### src/fsc_pkg.sv
// Shared types and constants for the framebuffer scanout converter.
package fsc_pkg;

   localparam int BASE_W = 22;
   localparam int DEST_W = 19;
   localparam int ADDR_W = 24;
   localparam int COLOR_W = 32;
   localparam int OFFSET_W = 32;
   localparam int PIXEL_W = 16;
   localparam int CSR_DATA_W = 32;
   localparam int CSR_ADDR_W = 3;

   localparam logic [OFFSET_W-1:0] OFFSET_LIMIT = 32'h0030_0000;
   localparam logic [ADDR_W-1:0] RAM_BASE = 24'h80_0000;
   localparam logic [7:0] ALPHA_OPAQUE = 8'hFF;

   // Action codes of an input item.
   localparam logic ACT_FRAME = 1'b0;
   localparam logic ACT_PIXEL = 1'b1;

   // Kind codes of a result item.
   localparam logic KIND_FRAME = 1'b0;
   localparam logic KIND_PIXEL = 1'b1;

   // Register index, taken from address bit 2.
   localparam logic CSR_FLIP = 1'b0;
   localparam logic CSR_MODE = 1'b1;

   typedef struct packed {
      logic wide_hit;
      logic [BASE_W-1:0] base;
   } frame_info_type;

endpackage

### src/fsc_frame_calc.sv
// Frame-start offset decode: wide-pitch detection and base clamping.
module fsc_frame_calc
   import fsc_pkg::*;
(
   input  logic [OFFSET_W-1:0] fb_offset,
   output frame_info_type      info
);

   logic [5:0] nibble_sum;
   logic       div15;

   // 0x78000 is 15 << 15. Since 16 is 1 modulo 15, the upper 17 bits are
   // a multiple of 15 exactly when the sum of their nibbles is.
   always_comb begin
      nibble_sum = 6'(fb_offset[18:15]) + 6'(fb_offset[22:19]) + 6'(fb_offset[26:23])
                 + 6'(fb_offset[30:27]) + 6'(fb_offset[31]);
      div15 = (nibble_sum == 6'd0) || (nibble_sum == 6'd15) || (nibble_sum == 6'd30)
           || (nibble_sum == 6'd45) || (nibble_sum == 6'd60);
      info.wide_hit = (fb_offset != '0) && (fb_offset[14:0] == 15'd0) && div15;
      info.base = (fb_offset > OFFSET_LIMIT) ? '0 : fb_offset[BASE_W-1:0];
   end

endmodule

### src/fsc_pixel_calc.sv
// Pixel result datapath: colour conversion, source address and destination index.
module fsc_pixel_calc
   import fsc_pkg::*;
#(
   parameter int SRC_WIDTH = 640,
   parameter int SRC_HEIGHT = 240,
   parameter int COL_W = 10,
   parameter int ROW_W = 8
)
(
   input  logic [PIXEL_W-1:0] pixel,
   input  logic [COL_W-1:0]   col,
   input  logic [ROW_W-1:0]   row,
   input  logic [BASE_W-1:0]  base,
   input  logic               wide_pitch,
   input  logic               flip,
   input  logic               sixteen_bit,
   input  logic               second_row,
   output logic [COLOR_W-1:0] color,
   output logic [DEST_W-1:0]  dest_index,
   output logic [ADDR_W-1:0]  source_address
);

   logic [4:0]       r5, g5, b5;
   logic [ROW_W-1:0] src_row;
   logic [20:0]      dest_full;
   logic [ADDR_W-1:0] row_offset;

   always_comb begin
      r5 = pixel[14:10];
      g5 = pixel[9:5];
      b5 = pixel[4:0];
      if (sixteen_bit) begin
         color = {17'd0, pixel[14:0]};
      end else begin
         color = {ALPHA_OPAQUE, r5, r5[4:2], g5, g5[4:2], b5, b5[4:2]};
      end

      src_row = flip ? ROW_W'(SRC_HEIGHT - 1) - row : row;
      dest_full = 21'({src_row, second_row}) * 21'(SRC_WIDTH) + 21'(col);
      dest_index = dest_full[DEST_W-1:0];

      // Rows are 2048 bytes apart when wide, else 1280 = 1024 + 256.
      if (wide_pitch) begin
         row_offset = ADDR_W'(row) << 11;
      end else begin
         row_offset = (ADDR_W'(row) << 10) + (ADDR_W'(row) << 8);
      end
      source_address = RAM_BASE + ADDR_W'(base) + row_offset + (ADDR_W'(col) << 1);
   end

endmodule

### src/framebuffer_scanout_converter.sv
// Top level of the framebuffer scanout converter with its register port.
// Items pass through the input register, then the result register, to the outputs.
// Throughput: a frame-start item each cycle unless the result side stalls; a pixel
// item is held while the single result register gives two destination writes in turn.
// Reset (synchronous): clears the pitch latch, base and position counters and
// sets flip_ff to 1 and mode_ff to 0.
module framebuffer_scanout_converter
   import fsc_pkg::*;
#(
   parameter int SRC_WIDTH = 640,
   parameter int SRC_HEIGHT = 240
)
(
   input  logic                  clock,
   input  logic                  reset,

   input  logic                  req_valid,
   output logic                  req_stall,
   input  logic                  req_action,
   input  logic [OFFSET_W-1:0]   req_fb_offset,
   input  logic [PIXEL_W-1:0]    req_pixel,

   output logic                  rsp_valid,
   input  logic                  rsp_stall,
   output logic                  rsp_kind,
   output logic [DEST_W-1:0]     rsp_dest_index,
   output logic [COLOR_W-1:0]    rsp_color,
   output logic [ADDR_W-1:0]     rsp_source_address,
   output logic                  rsp_wide_pitch,
   output logic                  rsp_last,

   input  logic                  csr_psel,
   input  logic                  csr_penable,
   input  logic                  csr_pwrite,
   input  logic [CSR_ADDR_W-1:0] csr_paddr,
   input  logic [CSR_DATA_W-1:0] csr_pwdata,
   output logic [CSR_DATA_W-1:0] csr_prdata,
   output logic                  csr_pready
);

   localparam int COL_W = (SRC_WIDTH > 1) ? $clog2(SRC_WIDTH) : 1;
   localparam int ROW_W = (SRC_HEIGHT > 1) ? $clog2(SRC_HEIGHT) : 1;

   // Configuration registers.
   logic flip_ff, flip_in;
   logic mode_ff, mode_in;
   logic csr_write;

   // Input register.
   logic                s1_valid_ff, s1_valid_in;
   logic                s1_action_ff;
   logic [OFFSET_W-1:0] s1_offset_ff;
   logic [PIXEL_W-1:0]  s1_pixel_ff;
   logic                phase_ff, phase_in;

   // Frame state.
   logic              pitch_ff, pitch_in;
   logic [BASE_W-1:0] base_ff, base_in;
   logic [COL_W-1:0]  col_ff, col_in;
   logic [ROW_W-1:0]  row_ff, row_in;

   // Result register.
   logic               rsp_valid_ff, rsp_valid_in;
   logic               rsp_kind_ff;
   logic [DEST_W-1:0]  rsp_dest_ff;
   logic [COLOR_W-1:0] rsp_color_ff;
   logic [ADDR_W-1:0]  rsp_addr_ff;
   logic               rsp_wide_ff;
   logic               rsp_last_ff;

   logic out_load, s1_done, req_take;
   frame_info_type frame_info;
   logic [COLOR_W-1:0] px_color;
   logic [DEST_W-1:0]  px_dest;
   logic [ADDR_W-1:0]  px_addr;

   fsc_frame_calc u_frame (
      .fb_offset (s1_offset_ff),
      .info      (frame_info)
   );

   fsc_pixel_calc #(
      .SRC_WIDTH  (SRC_WIDTH),
      .SRC_HEIGHT (SRC_HEIGHT),
      .COL_W      (COL_W),
      .ROW_W      (ROW_W)
   ) u_pixel (
      .pixel          (s1_pixel_ff),
      .col            (col_ff),
      .row            (row_ff),
      .base           (base_ff),
      .wide_pitch     (pitch_ff),
      .flip           (flip_ff),
      .sixteen_bit    (mode_ff),
      .second_row     (phase_ff),
      .color          (px_color),
      .dest_index     (px_dest),
      .source_address (px_addr)
   );

   assign csr_pready = 1'b1;
   assign csr_write = csr_psel && csr_penable && csr_pwrite;
   assign csr_prdata = (csr_paddr[2] == CSR_MODE) ? CSR_DATA_W'(mode_ff) : CSR_DATA_W'(flip_ff);

   // A pixel item holds the input register for two results, a frame item for one.
   assign out_load = !rsp_valid_ff || !rsp_stall;
   assign s1_done = s1_valid_ff && out_load && (s1_action_ff == ACT_FRAME || phase_ff);
   assign req_stall = s1_valid_ff && !s1_done;
   assign req_take = req_valid && !req_stall;

   always_comb begin
      flip_in = flip_ff;
      mode_in = mode_ff;
      if (csr_write) begin
         case (csr_paddr[2])
            CSR_FLIP: flip_in = csr_pwdata[0];
            CSR_MODE: mode_in = csr_pwdata[0];
            default: ;
         endcase
      end

      s1_valid_in = req_take ? 1'b1 : (s1_done ? 1'b0 : s1_valid_ff);
      phase_in = phase_ff;
      if (s1_valid_ff && out_load && s1_action_ff == ACT_PIXEL) begin
         phase_in = !phase_ff;
      end

      pitch_in = pitch_ff;
      base_in = base_ff;
      col_in = col_ff;
      row_in = row_ff;
      if (s1_done) begin
         if (s1_action_ff == ACT_FRAME) begin
            pitch_in = pitch_ff | frame_info.wide_hit;
            base_in = frame_info.base;
            col_in = '0;
            row_in = '0;
         end else if (col_ff == COL_W'(SRC_WIDTH - 1)) begin
            col_in = '0;
            row_in = (row_ff == ROW_W'(SRC_HEIGHT - 1)) ? '0 : row_ff + 1'b1;
         end else begin
            col_in = col_ff + 1'b1;
         end
      end

      rsp_valid_in = out_load ? s1_valid_ff : rsp_valid_ff;
   end

   always_ff @(posedge clock) begin
      if (reset) begin
         flip_ff <= 1'b1;
         mode_ff <= 1'b0;
         s1_valid_ff <= 1'b0;
         phase_ff <= 1'b0;
         pitch_ff <= 1'b0;
         base_ff <= '0;
         col_ff <= '0;
         row_ff <= '0;
         rsp_valid_ff <= 1'b0;
      end else begin
         flip_ff <= flip_in;
         mode_ff <= mode_in;
         s1_valid_ff <= s1_valid_in;
         phase_ff <= phase_in;
         pitch_ff <= pitch_in;
         base_ff <= base_in;
         col_ff <= col_in;
         row_ff <= row_in;
         rsp_valid_ff <= rsp_valid_in;
      end
   end

   always_ff @(posedge clock) begin
      if (req_take) begin
         s1_action_ff <= req_action;
         s1_offset_ff <= req_fb_offset;
         s1_pixel_ff <= req_pixel;
      end
      if (out_load && s1_valid_ff) begin
         if (s1_action_ff == ACT_FRAME) begin
            rsp_kind_ff <= KIND_FRAME;
            rsp_dest_ff <= '0;
            rsp_color_ff <= '0;
            rsp_addr_ff <= RAM_BASE + ADDR_W'(frame_info.base);
            rsp_wide_ff <= pitch_ff | frame_info.wide_hit;
            rsp_last_ff <= 1'b1;
         end else begin
            rsp_kind_ff <= KIND_PIXEL;
            rsp_dest_ff <= px_dest;
            rsp_color_ff <= px_color;
            rsp_addr_ff <= px_addr;
            rsp_wide_ff <= pitch_ff;
            rsp_last_ff <= phase_ff;
         end
      end
   end

   assign rsp_valid = rsp_valid_ff;
   assign rsp_kind = rsp_kind_ff;
   assign rsp_dest_index = rsp_dest_ff;
   assign rsp_color = rsp_color_ff;
   assign rsp_source_address = rsp_addr_ff;
   assign rsp_wide_pitch = rsp_wide_ff;
   assign rsp_last = rsp_last_ff;

   // A frame acknowledge is always the only result of its item.
   assert property (@(posedge clock) disable iff (reset)
      rsp_valid_ff && rsp_kind_ff == KIND_FRAME |-> rsp_last_ff)
      else $error("frame acknowledge without last");

   // The wide-pitch latch is sticky until reset.
   assert property (@(posedge clock) disable iff (reset)
      pitch_ff |=> pitch_ff)
      else $error("pitch latch cleared without reset");

   // The second destination row is only pending for a held pixel item.
   assert property (@(posedge clock) disable iff (reset)
      phase_ff |-> s1_valid_ff && s1_action_ff == ACT_PIXEL)
      else $error("second row pending without a pixel item");

   // The column counter stays inside the source width.
   assert property (@(posedge clock) disable iff (reset)
      col_ff <= COL_W'(SRC_WIDTH - 1))
      else $error("column counter out of range");

endmodule

### config.mk
export PLATFORM = sky130hd
export DESIGN_NAME = framebuffer_scanout_converter
export DESIGN_NICKNAME = d
export VERILOG_FILES = /design/src/fsc_pkg.sv /design/src/fsc_frame_calc.sv /design/src/fsc_pixel_calc.sv /design/src/framebuffer_scanout_converter.sv
export SDC_FILE = /design/constraint.sdc
export NUM_CORES = 1
export LEC_CHECK = 0
export BUFFER_PORTS_ARGS = -buffer_cell sky130_fd_sc_hd__buf_2
export CELL_PAD_IN_SITES_DETAIL_PLACEMENT = 0
export CELL_PAD_IN_SITES_GLOBAL_PLACEMENT = 2
export CORE_ASPECT_RATIO = 0.6
export CORE_MARGIN = 8
export CORE_UTILIZATION = 35
export DETAILED_ROUTE_END_ITERATION = 16
export PLACE_DENSITY_LB_ADDON = 0.1
export SLEW_MARGIN = 20
export SYNTH_ARGS = -nofsm -noshare
export SYNTH_HDL_FRONTEND = slang
export SYNTH_HIERARCHICAL = 1
export SYNTH_SLANG_ARGS = --single-unit
### constraint.sdc
create_clock -name clock -period 7.75 [get_ports clock]
set_clock_uncertainty 0.05 [all_clocks]
set_input_delay 1.1625 -clock clock [delete_from_list [all_inputs] [get_ports clock]]
set_output_delay 1.1625 -clock clock [all_outputs]
set_load 0.01 [all_outputs]
# Word level (Yosys, flattened, before mapping)
# Cells that the tools add are included.
# word_totals
out_inout_bits	113
inputBits	91
word_cells	88
ff_bits	172
# classes
magnitude_cmp	1
reduce_logical	29
n_eq_ne	7
n_mux	15
n_addsub	13
bitwise_logic	3
n_mul	1
# op_table
operator	n
$add 24x22->24 const A	2
$gt 32x22->1 const B	1
$mux 32	1
$mux 8	4
$reduce_bool 32->1	1
$add 24x11->24	1
$add 24x24->24	1
$mux 24	1
$mux 22	1
$mux 10	2
$add 18x16->19	1
$add 19x10->19	1
$mux 19	1
$logic_not 15->1	1
$add 6x4->6	2
$eq 6x6->1 const B	2
$mul 9x3->12 const B	1
$add 10x1->10 const B	1
$eq 10x10->1 const B	1
$logic_and 1x1->1	9
$add 8x1->8 const B	1
$eq 8x8->1 const B	1
$reduce_and 2->1	4
$sub 8x8->8 const A	1
13 further kinds	27

# Longest topological paths before layout
# depth
depth_word	12
mapped_depth	19
depth_no_buf	18

# Cells and area by module
# Netlist, hierarchy kept.
# modules_own_cells
module	area_each_um2	cells_per_inst	instances	seq_area_each_um2
framebuffer_scanout_converter	6707.7	487	1	4734.5
fsc_pixel_calc	2648.8	356	1	0.0
fsc_frame_calc	666.9	88	1	0.0

# Least setup slack after synthesis
# No wires, ideal clock.
# synth_path
path_kind	input-to-reg
from	input rsp_stall
to	register s1_action_ff, enable pin
arrival_time_ns	3.971
stages	5
setup_time_ns	0.461
path_buffers	0
setup_slack_ns	3.268
required_ns	7.239
path_cell_list	a21bo_2 inv_1 nand2_1 and2_1 nor2b_1
# synth_between
elab_chain_cells	8
# synth_rtl
element	line_no	source
from (decl)	framebuffer_scanout_converter.sv:24	input logic rsp_stall,
$logic_not 1->1	framebuffer_scanout_converter.sv:106	assign out_load = !rsp_valid_ff || !rsp_stall;
$logic_or 1x1->1	framebuffer_scanout_converter.sv:106	
$logic_and 1x1->1 (2 in a row)	framebuffer_scanout_converter.sv:107	assign s1_done = s1_valid_ff && out_load && (s1_action_ff == ACT_FRAME || phase_ff);
$logic_not 1->1	framebuffer_scanout_converter.sv:108	assign req_stall = s1_valid_ff && !s1_done;
$logic_and 1x1->1	framebuffer_scanout_converter.sv:108	
via req_stall	framebuffer_scanout_converter.sv:18	output logic req_stall,
$logic_not 1->1	framebuffer_scanout_converter.sv:109	assign req_take = req_valid && !req_stall;
$logic_and 1x1->1	framebuffer_scanout_converter.sv:109	
via req_take	framebuffer_scanout_converter.sv:71	logic out_load, s1_done, req_take;
to (signal assigned)	framebuffer_scanout_converter.sv:175	s1_action_ff <= req_action;
to (decl)	framebuffer_scanout_converter.sv:51	logic s1_action_ff;
# The timed path passes the listed nets, and every way through them passes these cells.
# A chain may end at the register's enable or synchronous reset.

# Final worst setup path
# layout_path
from	register row_ff[2]
to	register rsp_addr_ff[18] (netlist: rsp_source_address[18]) (data pin)
# layout_between
elab_chain_cells	5
# layout_rtl
element	line_no	source
from (decl)	framebuffer_scanout_converter.sv:60	logic [ROW_W-1:0] row_ff, row_in;
from (signal assigned)	framebuffer_scanout_converter.sv:168	row_ff <= row_in;
$add 18x16->19	fsc_pixel_calc.sv:47	row_offset = (ADDR_W'(row) << 10) + (ADDR_W'(row) << 8);
$mux 19 (*)	fsc_pixel_calc.sv:44	if (wide_pitch) begin
$add 24x24->24 (*)	fsc_pixel_calc.sv:49	source_address = RAM_BASE + ADDR_W'(base) + row_offset + (ADDR_W'(col) << 1);
$add 24x11->24 (*)	fsc_pixel_calc.sv:49	
via px_addr[18]	framebuffer_scanout_converter.sv:75	logic [ADDR_W-1:0] px_addr;
$mux 24 (*)	framebuffer_scanout_converter.sv:180	if (s1_action_ff == ACT_FRAME) begin
to (signal assigned)	framebuffer_scanout_converter.sv:184	rsp_addr_ff <= RAM_BASE + ADDR_W'(frame_info.base);
to (signal assigned)	framebuffer_scanout_converter.sv:191	rsp_addr_ff <= px_addr;
to (decl)	framebuffer_scanout_converter.sv:67	logic [ADDR_W-1:0] rsp_addr_ff;
# The timed path passes the listed nets; every way through them passes the cells marked *.

==> summary.md <==
| Metric | Value |
|---|---|
| Area of the multi-input gates | `4760 um^2` |
| PortBufs | `137` |
| Slowest-stage cell, CP | `dfxtp_1` |
| Maximum VDD drop | `213 uV` |
| Starting Density | `35.2%` |
| F_max | `0.225 GHz` |
| Worst reg2reg path depth | `17` |
| Vias in the first global route | `6946` |
| Final net count | `1205` |
| Placed cell count | `1394` |
| Post-route setup TNS | `0 ns` |
| TritonRoute pass-1 iters | `6` |
| DRT antenna net count | `0` |
| Via density | `4.84` |
| Largest net degree at the start of global routing | `80` |
| TritonCTS clock tree | `done` |
| Hold path cells | `2` |
| Final wirelength | `26400 um` |
| GRT overflow | `0` |
| Most frequent CP cell | `ha_1` |
| Floorplan die height | `147 um` |
| Clock Path Buffers | `2` |
| Min Tclk post-route | `4.45 ns` |
| Area grow syn2layout | `14.2%` |
| Worst rel slew slack | `32.2%` |
| Initial antenna violation count | `0` |
| Synth Cell Area | `9990 um^2` |
| Core Area | `28400 um^2` |
| Crit-path max cell delay | `0.54 ns` |
| Drt drc | `0` |
| Total power | `0.00223 W` |
| Hold Path Class | `reg2reg` |
| CP Data Arrival Time | `4.59 ns` |
| # IOs | `204` |
| Post-CTS Setup Inserts | `0` |
| Number of DRC markers in iteration 0 | `381` |
| CTS sink count | `172` |
| Tcrit/Tclk final | `57.4%` |
| Status | `complete, no violations` |
| Later-pin clock latency in the skew report | `0.44 ns` |
| Max-cap violation count | `0` |
| Share of layout cells above drive strength 1 | `21.4%` |
| Worst EP required | `7.89 ns` |
| Placed inst area | `10800 um^2` |
| Root Driver | `clkbuf_16` |
| Hold Fails Final Rpt | `0` |
| Cts bufs inserted | `17` |
| Crit path launch type | `flop` |
| Slew Viols, Final | `0` |
| First-pass GRT wire length | `41200 um` |
| Via Count | `6902` |
| CP Cell Sequence | `ha_1, inv_1, fa_1, nor2b_1, o21ai_1, a21boi_0, o21a_1, nor3_1, o31ai_1, ha_1, ha_1, nand3_1, nor2_1, nand2_1, o211ai_1, xor2_1, mux2_2` |
| # setup viols final | `0` |
| Reg clk slew, reported paths | `0.07 ns` |
| Ant. Diodes | `0` |
| CTS HTree Levels | `4` |
| Row cnt | `48` |
| Pwr dens | `196 nW/um^2` |
| Die Wd | `234 um` |
| Synth warnings | `6` |
| Fillers | `2828` |
| Register area | `4700 um^2` |
| CP max FO | `9` |
| Post-cts sizing count | `0` |
| WL/cell | `18.5 um` |
| Setup crit end kind | `flop` |
| Fin area | `11400 um^2` |
| Global Route Usage Sum | `15.6%` |
| Die area | `34400 um^2` |
| Routability cong. | `0.792` |
| Syn avg cell area | `10.7 um^2` |
| DPL Wire Length | `19300 um` |
| Post-route insts no fill | `1426` |
| Leakage power | `4.71 nW` |
| Worst-Margin Slew | `1.01 ns` |
| CTS Hold Bufs | `0` |
| RSZ-0062 raised after global routing | `no` |
| Critical Setup Path Class | `reg2reg` |
| Cell count after synthesis | `930` |
[worst paths after layout]
| path | slack (ns) | from | end |
|---|---|---|---|
| setup / recovery | 3.30 | row_ff[2] | rsp_source_address[18] |
| setup reg to reg | 3.30 | row_ff[2] | rsp_source_address[18] |
| hold / removal | 0.41 | base_ff[12] | base_ff[12] |
| hold reg to reg | 0.41 | base_ff[12] | base_ff[12] |
[power by group]
| part | leakage, nW | internal, W | switching, W |
|---|---|---|---|
| clock network | 0.302 | 0.000500 | 0.000413 |
| logic | 2.84 | 0.0000972 | 0.000162 |
| registers | 1.57 | 0.00104 | 0.0000219 |
| total | 4.71 | 0.00164 | 0.000597 |
[state kept, by name, summed over array words and instances, names as in the netlist, 8 cells and up]
register and cells:
s1_pixel_ff 15, col_ff 10, base_ff 22, rsp_color 32, s1_offset_ff 32, rsp_source_address 24, row_ff 8, rsp_dest_index 19
[cells in the final DEF, fill, tap and decap left out, types with 21 or more instances in the layout]
cell type,instances
mux2_2,27
buf_2,137
nor3b_1,21
o21ai_0,22
xor2_1,27
edfxtp_1,126
dfxtp_1,46
nor2_1,42
ha_1,60
inv_1,34
nand2_1,108
and2_1,59
conb_1,33
a21oi_1,55
[metal layers]
| metal | track usage, % | routed length [um] | up-vias |
|---|---|---|---|
| met1 | 24.2 | 14200 | 3340 |
| met3 | 4.01 | 1120 | 9 |
| met4 | 3.10 | 152 | 0 |
| met5 | 0 | 0 | - |
| li1 | - | - | 3452 |
| met2 | 21.3 | 10900 | 101 |
[critical path: cells and delay by family, from the launching register on]
family,cells,cell delay (ns)
adders and majority gates,4,1.33
AOI/OAI and AO/OA,5,1.18
and+or+nand+nor,5,0.60
DFF,1,0.54
muxes,1,0.29
xor gates and xnor gates,1,0.15
buffers and inverters,1,0.06
[per-stage QoR]
step	worst slack [ns]	util, %	hold slack [ns]
2_1_floorplan	3.31	-	0.371
5_1_grt	2.97	40.2	0.432
6_report	3.30	40.2	0.412
3_5_place_dp	3.32	38.0	0.403
3_3_place_gp	3.31	38.0	0.399
4_1_cts	3.29	40.2	0.411
[cell type report]
cell class                      count  share of cell area, %
Inverter                           35                   1.17
Multi-Input combinational cell    669                   41.7
Tap cell                          375                   4.11
Clock buffer                       19                   3.88
Sequential cell                   172                   41.2
Timing Repair Buffer              143                   6.40
Clock inverter                     13                   1.50
No activity file was read; power rests on OpenSTA's default activity.
